## src/sv/mtf_kv_pkg.sv

```systemverilog
`default_nettype none

package mtf_kv_pkg;

	// Operation codes carried in the mode field
	localparam logic [1:0] MODE_INSERT = 2'd0;
	localparam logic [1:0] MODE_LOOKUP = 2'd1;
	localparam logic [1:0] MODE_REMOVE = 2'd2;

	// Fixed field widths of the request and response words
	localparam int unsigned KEY_W   = 16;
	localparam int unsigned VALUE_W = 32;
	localparam int unsigned COUNT_W = 5;

	typedef struct packed {
		logic [1:0]         mode;
		logic [KEY_W-1:0]   key;
		logic [VALUE_W-1:0] value;
	} req_t;

	typedef struct packed {
		logic               found;
		logic [VALUE_W-1:0] data_out;
		logic               rejected_full;
		logic               is_empty;
		logic [COUNT_W-1:0] entry_count;
	} rsp_t;

	// Commands from the controller to the datapath
	typedef struct packed {
		logic load;
		logic do_insert;
		logic do_lookup;
		logic do_remove;
		logic finish;
	} ctl_cmd_t;

	// Status from the datapath to the controller
	typedef struct packed {
		logic [1:0] mode;
		logic       hit;
	} ctl_stat_t;

endpackage

`default_nettype wire

```

## src/sv/mtf_kv_ctrl.sv

```systemverilog
`default_nettype none

module mtf_kv_ctrl
	import mtf_kv_pkg::*;
(
	input  wire logic      clk,
	input  wire logic      arst_n,
	input  wire logic      start,
	output logic           busy,
	output logic           done,
	output ctl_cmd_t       cmd,
	input  wire ctl_stat_t stat
);

	localparam logic ST_IDLE = 1'b0;
	localparam logic ST_EXEC = 1'b1;

	logic state_q, state_d;
	logic done_q, done_d;

	// Sequence one word: latch, then execute until the operation settles
	always_comb begin
		cmd     = '0;
		state_d = state_q;
		done_d  = 1'b0;
		unique case (state_q)
			ST_IDLE: begin
				if (start) begin
					cmd.load = 1'b1;
					state_d  = ST_EXEC;
				end
			end
			ST_EXEC: begin
				unique case (stat.mode)
					MODE_INSERT: begin
						cmd.do_insert = 1'b1;
						cmd.finish    = 1'b1;
					end
					MODE_LOOKUP: begin
						cmd.do_lookup = 1'b1;
						cmd.finish    = 1'b1;
					end
					MODE_REMOVE: begin
						// delete one match per cycle until none is left
						if (stat.hit) begin
							cmd.do_remove = 1'b1;
						end else begin
							cmd.finish = 1'b1;
						end
					end
					default: begin
						cmd.finish = 1'b1;
					end
				endcase
				if (cmd.finish) begin
					done_d  = 1'b1;
					state_d = ST_IDLE;
				end
			end
			default: begin
				state_d = ST_IDLE;
			end
		endcase
	end

	always_ff @(posedge clk or negedge arst_n) begin
		if (!arst_n) begin
			state_q <= ST_IDLE;
			done_q  <= 1'b0;
		end else begin
			state_q <= state_d;
			done_q  <= done_d;
		end
	end

	assign busy = (state_q != ST_IDLE);
	assign done = done_q;

`ifndef SYNTHESIS
	// An accepted word always moves the controller into execution
	a_accept_busy: assert property (@(posedge clk) disable iff (!arst_n)
		start && !busy |=> busy)
		else $error("accepted word did not raise busy");

	// A result strobe follows only a cycle of execution
	a_done_after_exec: assert property (@(posedge clk) disable iff (!arst_n)
		done |-> $past(state_q == ST_EXEC))
		else $error("result strobe without execution");

	// The strobe lasts one cycle per word
	a_done_single: assert property (@(posedge clk) disable iff (!arst_n)
		done |=> !done)
		else $error("result strobe held for two cycles");
`endif

endmodule

`default_nettype wire

```

## src/sv/mtf_kv_dp.sv

```systemverilog
`default_nettype none

module mtf_kv_dp
	import mtf_kv_pkg::*;
#(
	parameter int unsigned CAPACITY   = 16,
	parameter int unsigned KEY_BITS   = 16,
	parameter int unsigned VALUE_BITS = 32
) (
	input  wire logic     clk,
	input  wire logic     arst_n,
	input  wire req_t     req,
	input  wire ctl_cmd_t cmd,
	output ctl_stat_t     stat,
	output rsp_t          result
);

	// Stored widths: field bits above them are ignored on load and returned as zero
	localparam int unsigned KSW = (KEY_BITS < KEY_W) ? KEY_BITS : KEY_W;
	localparam int unsigned VSW = (VALUE_BITS < VALUE_W) ? VALUE_BITS : VALUE_W;
	localparam int unsigned OW  = $clog2(CAPACITY + 1);

	logic [1:0]     op_mode_q;
	logic [KSW-1:0] op_key_q;
	logic [VSW-1:0] op_val_q;

	logic [KSW-1:0] key_q [CAPACITY];
	logic [VSW-1:0] val_q [CAPACITY];
	logic [KSW-1:0] key_dn [CAPACITY];
	logic [VSW-1:0] val_dn [CAPACITY];
	logic [KSW-1:0] key_up [CAPACITY];
	logic [VSW-1:0] val_up [CAPACITY];

	logic [OW-1:0]       occ_q, occ_nxt;
	logic                rm_hit_q;
	logic [CAPACITY-1:0] match, ahead, first;
	logic                hit, full;
	logic [VSW-1:0]      hit_val;
	rsp_t                res_q;
	logic [31:0]         occ_ext;

	// Latch the operation
	always_ff @(posedge clk) begin
		if (cmd.load) begin
			op_mode_q <= req.mode;
			op_key_q  <= req.key[KSW-1:0];
			op_val_q  <= req.value[VSW-1:0];
		end
	end

	// Compare the key in every held cell, then keep only the frontmost match
	genvar gi;
	generate
		for (gi = 0; gi < CAPACITY; gi++) begin : g_cmp
			assign match[gi] = (occ_q > OW'(gi)) && (key_q[gi] == op_key_q);
		end
	endgenerate

	always_comb begin
		ahead[0] = 1'b0;
		for (int i = 1; i < CAPACITY; i++) begin
			ahead[i] = ahead[i-1] | match[i-1];
		end
		first = match & ~ahead;
		hit   = ahead[CAPACITY-1] | match[CAPACITY-1];
	end

	always_comb begin
		hit_val = '0;
		for (int i = 0; i < CAPACITY; i++) begin
			hit_val = hit_val | (val_q[i] & {VSW{first[i]}});
		end
	end

	assign full = (occ_q == OW'(CAPACITY));

	// Neighbor sources for shifting back (insert, move) and forward (delete)
	generate
		for (gi = 0; gi < CAPACITY; gi++) begin : g_nbr
			if (gi == 0) begin : g_head
				assign key_dn[gi] = op_key_q;
				assign val_dn[gi] = cmd.do_lookup ? hit_val : op_val_q;
			end else begin : g_body
				assign key_dn[gi] = key_q[gi-1];
				assign val_dn[gi] = val_q[gi-1];
			end
			if (gi == CAPACITY - 1) begin : g_tail
				assign key_up[gi] = key_q[gi];
				assign val_up[gi] = val_q[gi];
			end else begin : g_mid
				assign key_up[gi] = key_q[gi+1];
				assign val_up[gi] = val_q[gi+1];
			end
		end
	endgenerate

	// Update each cell from its neighbors
	generate
		for (gi = 0; gi < CAPACITY; gi++) begin : g_cell
			always_ff @(posedge clk) begin
				if (cmd.do_insert && !full) begin
					key_q[gi] <= key_dn[gi];
					val_q[gi] <= val_dn[gi];
				end else if (cmd.do_lookup && hit && !ahead[gi]) begin
					key_q[gi] <= key_dn[gi];
					val_q[gi] <= val_dn[gi];
				end else if (cmd.do_remove && (ahead[gi] || match[gi])) begin
					key_q[gi] <= key_up[gi];
					val_q[gi] <= val_up[gi];
				end
			end
		end
	endgenerate

	// Track occupancy
	always_comb begin
		occ_nxt = occ_q;
		if (cmd.do_insert && !full) begin
			occ_nxt = occ_q + OW'(1);
		end else if (cmd.do_remove && hit) begin
			occ_nxt = occ_q - OW'(1);
		end
	end

	always_ff @(posedge clk or negedge arst_n) begin
		if (!arst_n) begin
			occ_q    <= '0;
			rm_hit_q <= 1'b0;
		end else begin
			occ_q <= occ_nxt;
			if (cmd.load) begin
				rm_hit_q <= 1'b0;
			end else if (cmd.do_remove) begin
				rm_hit_q <= 1'b1;
			end
		end
	end

	assign occ_ext = 32'(occ_nxt);

	// Capture the result word when the operation settles
	always_ff @(posedge clk) begin
		if (cmd.finish) begin
			res_q.found         <= ((op_mode_q == MODE_LOOKUP) && hit)
			                       || ((op_mode_q == MODE_REMOVE) && rm_hit_q);
			res_q.data_out      <= ((op_mode_q == MODE_LOOKUP) && hit)
			                       ? VALUE_W'(hit_val) : '0;
			res_q.rejected_full <= (op_mode_q == MODE_INSERT) && full;
			res_q.is_empty      <= (occ_nxt == '0);
			res_q.entry_count   <= occ_ext[COUNT_W-1:0];
		end
	end

	assign stat.mode = op_mode_q;
	assign stat.hit  = hit;
	assign result    = res_q;

`ifndef SYNTHESIS
	// Occupancy never passes the number of cells
	a_occ_bound: assert property (@(posedge clk) disable iff (!arst_n)
		occ_q <= OW'(CAPACITY))
		else $error("occupancy beyond capacity");

	// A delete step always removes exactly one held entry
	a_remove_dec: assert property (@(posedge clk) disable iff (!arst_n)
		cmd.do_remove |=> occ_q == $past(occ_q) - OW'(1))
		else $error("delete step did not drop one entry");

	// At most one frontmost match
	a_first_onehot: assert property (@(posedge clk) disable iff (!arst_n)
		$onehot0(first))
		else $error("more than one frontmost match");
`endif

endmodule

`default_nettype wire

```

## src/sv/move_to_front_key_value_table_unit.sv

```systemverilog
`default_nettype none

// Move-to-front key/value table of CAPACITY cells, front first. A word is taken
// when start is high and busy is low; its result appears on result for exactly
// one cycle with done high, and the receiver must take it then, as it cannot
// hold results off. Insert and lookup latch the word, then compare and shift the
// cell row, with done in the first cycle that busy is low again, so a new word
// may be started in the same cycle that done is shown. Remove latches the word,
// then the cell row drops one match per cycle until none is left. Cell contents
// need no clearing after reset: only cells below the entry count are ever
// compared or read.
module move_to_front_key_value_table_unit
	import mtf_kv_pkg::*;
#(
	parameter int unsigned CAPACITY   = 16,
	parameter int unsigned KEY_BITS   = 16,
	parameter int unsigned VALUE_BITS = 32
) (
	input  wire logic clk,
	input  wire logic arst_n,
	input  wire logic start,
	output logic      busy,
	input  wire req_t req,
	output logic      done,
	output rsp_t      result
);

	ctl_cmd_t  cmd;
	ctl_stat_t stat;

	// Sequence operations
	mtf_kv_ctrl u_ctrl (
		.clk    (clk),
		.arst_n (arst_n),
		.start  (start),
		.busy   (busy),
		.done   (done),
		.cmd    (cmd),
		.stat   (stat)
	);

	// Hold and reorder the entries
	mtf_kv_dp #(
		.CAPACITY   (CAPACITY),
		.KEY_BITS   (KEY_BITS),
		.VALUE_BITS (VALUE_BITS)
	) u_dp (
		.clk    (clk),
		.arst_n (arst_n),
		.req    (req),
		.cmd    (cmd),
		.stat   (stat),
		.result (result)
	);

endmodule

`default_nettype wire

```

## config.mk

```make
export PLATFORM = sky130hd
export DESIGN_NAME = move_to_front_key_value_table_unit
export DESIGN_NICKNAME = d
export VERILOG_FILES = /design/src/sv/mtf_kv_pkg.sv /design/src/sv/mtf_kv_ctrl.sv /design/src/sv/mtf_kv_dp.sv /design/src/sv/move_to_front_key_value_table_unit.sv
export SDC_FILE = /design/constraint.sdc
export NUM_CORES = 2
export LEC_CHECK = 0
export BUFFER_PORTS_ARGS = -buffer_cell sky130_fd_sc_hd__buf_2
export CORE_MARGIN = 5
export CORE_UTILIZATION = 50
export DETAILED_ROUTE_END_ITERATION = 8
export PLACE_DENSITY = 0.75
export SLEW_MARGIN = 20
export SYNTH_ARGS = -nofsm -noshare
export SYNTH_HDL_FRONTEND = slang
export SYNTH_HIERARCHICAL = 1
export SYNTH_SLANG_ARGS = --single-unit
```

## constraint.sdc

```tcl
create_clock -name clk -period 7.6 [get_ports clk]
set_clock_uncertainty 0.1 [all_clocks]
set_input_delay 0 -clock clk [delete_from_list [all_inputs] [get_ports clk]]
set_output_delay 0 -clock clk [all_outputs]
set_load 0.1 [all_outputs]
```

==> results.py <==
metrics = {
    "place": {
        "gp_congestion": 0.910,
        "portBuffers": 94,
        "hpwl_um": 82500,
    },
    "worst_hold_path": {
        "hold_depth": 4,
        "holdPathEnd": "u_dp/rm_hit_q",
        "holdCritPathClass": "primary input to flip-flop",
        "hp-start": "start",
    },
    "layout": {
        "fin_nets": 3292,
        "fill_cells": 6781,
        "drive_above_1_share_pct": 31.1,
        "antenna_cells": 0,
        "syn2layout_area_growth_pct": 13.9,
    },
    "timing": {
        "post-route-period-util_pct": 79.5,
        "slew_violations": 0,
        "rsz0062_at_grt": "false",
        "timing.fmax_ghz": 0.166,
        "fin_setup_tns_ns": 0,
        "setup_viol_count_final": 0,
        "hold_viol": 0,
        "relSlewSlack_pct": 23.4,
        "finalCriticalPeriod_ns": 6.04,
        "tightest_slew_ns": 1.14,
    },
    "floorplanning": {
        "die_area_um2": 93000,
        "io_pins": 95,
        "core-area_um2": 86500,
        "std_cell_rows": 108,
        "start_util_pct": 50.3,
        "die_h_um": 305,
        "fp.dieW_um": 305,
    },
    "synthesis": {
        "yosys_register_bits": 866,
        "yosysTopAreaCell": "edfxtp_1",
        "yosysSeqAreaShare_pct": 59.7,
        "syn_nets": 3140,
        "synth_edf_count": 858,
        "synth_warnings": 6,
        "syn_area_um2": 43500,
        "synth_cells": 3081,
        "synthDominantCellAreaShare_pct": 59.3,
        "synth_cell_types": 74,
        "synthTopCellsByArea": "edfxtp_1 59%, mux2_2 16%, xor2_1 2.9%",
        "avgSynthCellArea_um2": 14.1,
        "ys.flop_type": "edfxtp_1",
        "async_flop_share_pct": 0.924,
    },
    "detailed_routing": {
        "drc": 0,
        "dr.pass1.iters": 8,
        "drt_iter0_markers": 4047,
        "wl_per_cell_um": 29.5,
        "routed_wirelength_um": 132000,
        "viasPerCell": 6.68,
        "drtAntennaViolNets": 0,
        "via_count": 29795,
    },
    "clock_tree": {
        "clk_pin_slew_ns": 0.06,
        "cts_sinks": 866,
        "cts.path.max_buffers": 3,
        "cts-root-buf": "clkbuf_16",
        "htree_levels": 3,
        "cts_buffers": 92,
        "hold_buffers": 102,
        "cts_tree": "done",
        "cts_setup_buffers": 0,
        "clk_latency_ns": 0.67,
        "cts-resized-gates": 0,
    },
    "setup_path": {
        "r2r_slack_ns": 1.56,
        "r2r-end": "u_dp/val_q[1][3]",
        "crit_required_ns": 7.90,
        "r2r_cells": 15,
        "critPathCaptureType": "flip-flop",
        "worstSetupPathType": "flip-flop to flip-flop",
        "worst_ep_arrival_time_ns": 6.34,
        "r2r_start": "u_dp/op_key_q[13]",
        "cp-start-kind": "flip-flop",
        "path_max_fanout": 33,
    },
    "power": {
        "finalPower_mw": 10.7,
        "p_leak_nw": 16.3,
        "switchingPower_mw": 2.49,
        "powerDensity_nw_per_um2": 216,
        "clock_power_share_pct": 42.5,
        "pwr-share-comb_pct": 6.0,
        "switching_share_pct": 23.3,
        "peakVddDrop_uv": 180,
        "seqPwrFrac_pct": 51.5,
        "p_int_mw": 8.21,
    },
    "grt": {
        "grt_max_degree": 70,
        "grt_use_total_pct": 27.3,
        "grt.overflow.total": 0,
        "grt_pass1_wl_um": 193000,
        "antenna_found_initial": 1,
        "first_global_vias": 29555,
    },
    "flow_run": {
        "drv_cap": 0,
    },
    "run_status": {
        "outcome": "finished clean",
    },
}
worst max-delay path by stage:
| stage | from | end | slack [ns] | cells after the start |
|---|---|---|---|---|
| 6_report | u_dp/op_key_q[13] | u_dp/val_q[1][3] | 1.56 | 15 |
| 5_1_grt | u_dp/op_key_q[10] | u_dp/val_q[0][226] | 1.32 | 17 |
| 4_1_cts | u_dp/op_key_q[13] | u_dp/val_q[1][8] | 1.60 | 15 |
| 3_5_place_dp | u_dp/op_key_q[10] | u_dp/key_q[1][15] | 1.68 | 15 |
| 3_3_place_gp | u_dp/op_key_q[6] | u_dp/key_q[1][9] | 1.73 | 15 |
| 2_1_floorplan | u_dp/occ_q[1] | u_dp/key_q[1][80] | 1.29 | 11 |
stage by stage:
| stage | worst slack, ns | util (%) | std cells | hold slack (ns) | area, um^2 |
|---|---|---|---|---|---|
| after detailed placement | 1.68 | 52.6 | 4191 | -0.234 | 45500 |
| final | 1.56 | 57.3 | 4460 | 0.0475 | 49500 |
| after global routing | 1.32 | 57.3 | 4460 | 0.0983 | 49500 |
| after floorplan | 1.29 | - | 3081 | -0.396 | 43500 |
| after global placement | 1.73 | 52.6 | 4190 | -0.230 | 45400 |
| after CTS | 1.60 | 57.2 | 4459 | 0.100 | 49500 |
synthesized netlist by cell type (4+ instances only):
cell type / count
mux2_1: 44
a221oi_1: 32
nor4_1: 34
a22o_1: 63
buf_4: 38
nand3b_1: 4
nor4b_1: 4
xor2_1: 144
buf_2: 57
nand3_1: 12
o211ai_1: 4
o221ai_1: 5
o21ai_0: 77
mux2_2: 604
buf_6: 15
a32o_1: 32
a21oi_1: 9
ha_1: 6
a41oi_1: 32
nand4_1: 100
mux2_4: 40
nor2_1: 157
and3_1: 6
and2_1: 6
buf_1: 6
edfxtp_1: 858
a311oi_1: 33
inv_1: 10
xnor2_1: 115
dfrtp_1: 8
clkbuf_1: 113
nand2_1: 243
nor3_1: 12
a31oi_1: 67
and4_1: 35
cells in the final DEF (no fill, tap or decap), types with 5 or more instances in the layout:
cell type	netlist	routed
a31oi_1	67	66
dfrtp_1	8	8
a221oi_1	32	32
clkinv_1	0	18
nand4_1	100	100
xnor2_1	115	115
o21ai_0	77	73
a32o_1	32	32
clkinv_2	0	19
ha_1	6	6
nor4_1	34	33
clkbuf_1	113	17
o21ai_4	0	7
mux2_4	40	40
and4_1	35	35
mux2_1	44	44
nor2_4	0	7
edfxtp_1	858	858
a311oi_1	33	33
a41oi_1	32	32
mux2_2	604	604
nor2_1	157	149
nand2_1	243	239
buf_2	57	94
a22o_1	63	63
buf_12	0	14
and2_1	6	5
nand2_2	1	5
dlygate4sd3_1	0	102
buf_4	38	75
bufinv_16	0	9
nor3_1	12	9
a21oi_1	9	6
nand3_1	12	12
inv_1	10	10
o221ai_4	0	5
clkbuf_16	0	95
xor2_1	144	144
power groups by stage:
stage	logic, mW	registers (mW)	clock network (mW)
floorplan	0.337	5.63	0
global placement	0.576	5.60	0
detailed placement	0.585	5.60	0
CTS	0.628	5.51	4.58
global route	0.669	5.52	4.79
finish	0.639	5.51	4.55
cell type report:
type / count / area (um^2) / area share, %
well taps: 1155 / 1450 / 2.92
clock inverters: 51 / 500 / 1.01
clock buffers: 115 / 2480 / 5.01
repair buffers: 287 / 2390 / 4.82
flip-flops and latches: 866 / 26000 / 52.4
inverters: 10 / 37.5 / 0.0758
multi-input cells: 1976 / 16700 / 33.7
sequential cells by signal, summed over array words and instances, names as in the netlist:
signal          cells
u_dp/op_key_q      16
u_ctrl/busy         1
u_dp/occ_q          5
u_dp/op_val_q      32
u_dp/key_q        256
u_dp/op_mode_q      2
u_dp/rm_hit_q       1
u_dp/result        40
u_dp/val_q        512
u_ctrl/done         1
per-layer routing:
layer	GRT usage (%)	wire [um]	vias up
met5	0	0	-
met3	5.57	14800	448
met2	42.8	59800	2130
met4	13.0	6930	0
met1	36.8	50200	14956
li1	-	-	12261
critical path: stages, from the launching register on:
cell and delay [ns]:
edfxtp_1 1.04, xor2_1 0.18, nor4_1 0.25, nand2_1 0.19, a2111oi_2 0.77, nor2b_4 0.32
nand4_2 0.25, nor2_1 0.09, inv_1 0.14, nand2_1 0.10, nor2_1 0.12, buf_4 0.20
nand2_1 0.41, a21oi_4 0.83, buf_12 0.34, mux2_2 0.38
kinds of logic after synthesis:
group	share of synthesized area (%)
muxes	18.2
xor gates and xnor gates	5.22
buffers and inverters	2.81
DFF	59.7
and+or+nand+nor	7.14
adders and majority gates	0.173
AOI/OAI and AO/OA	6.76
(Power assumes the default switching activity.)
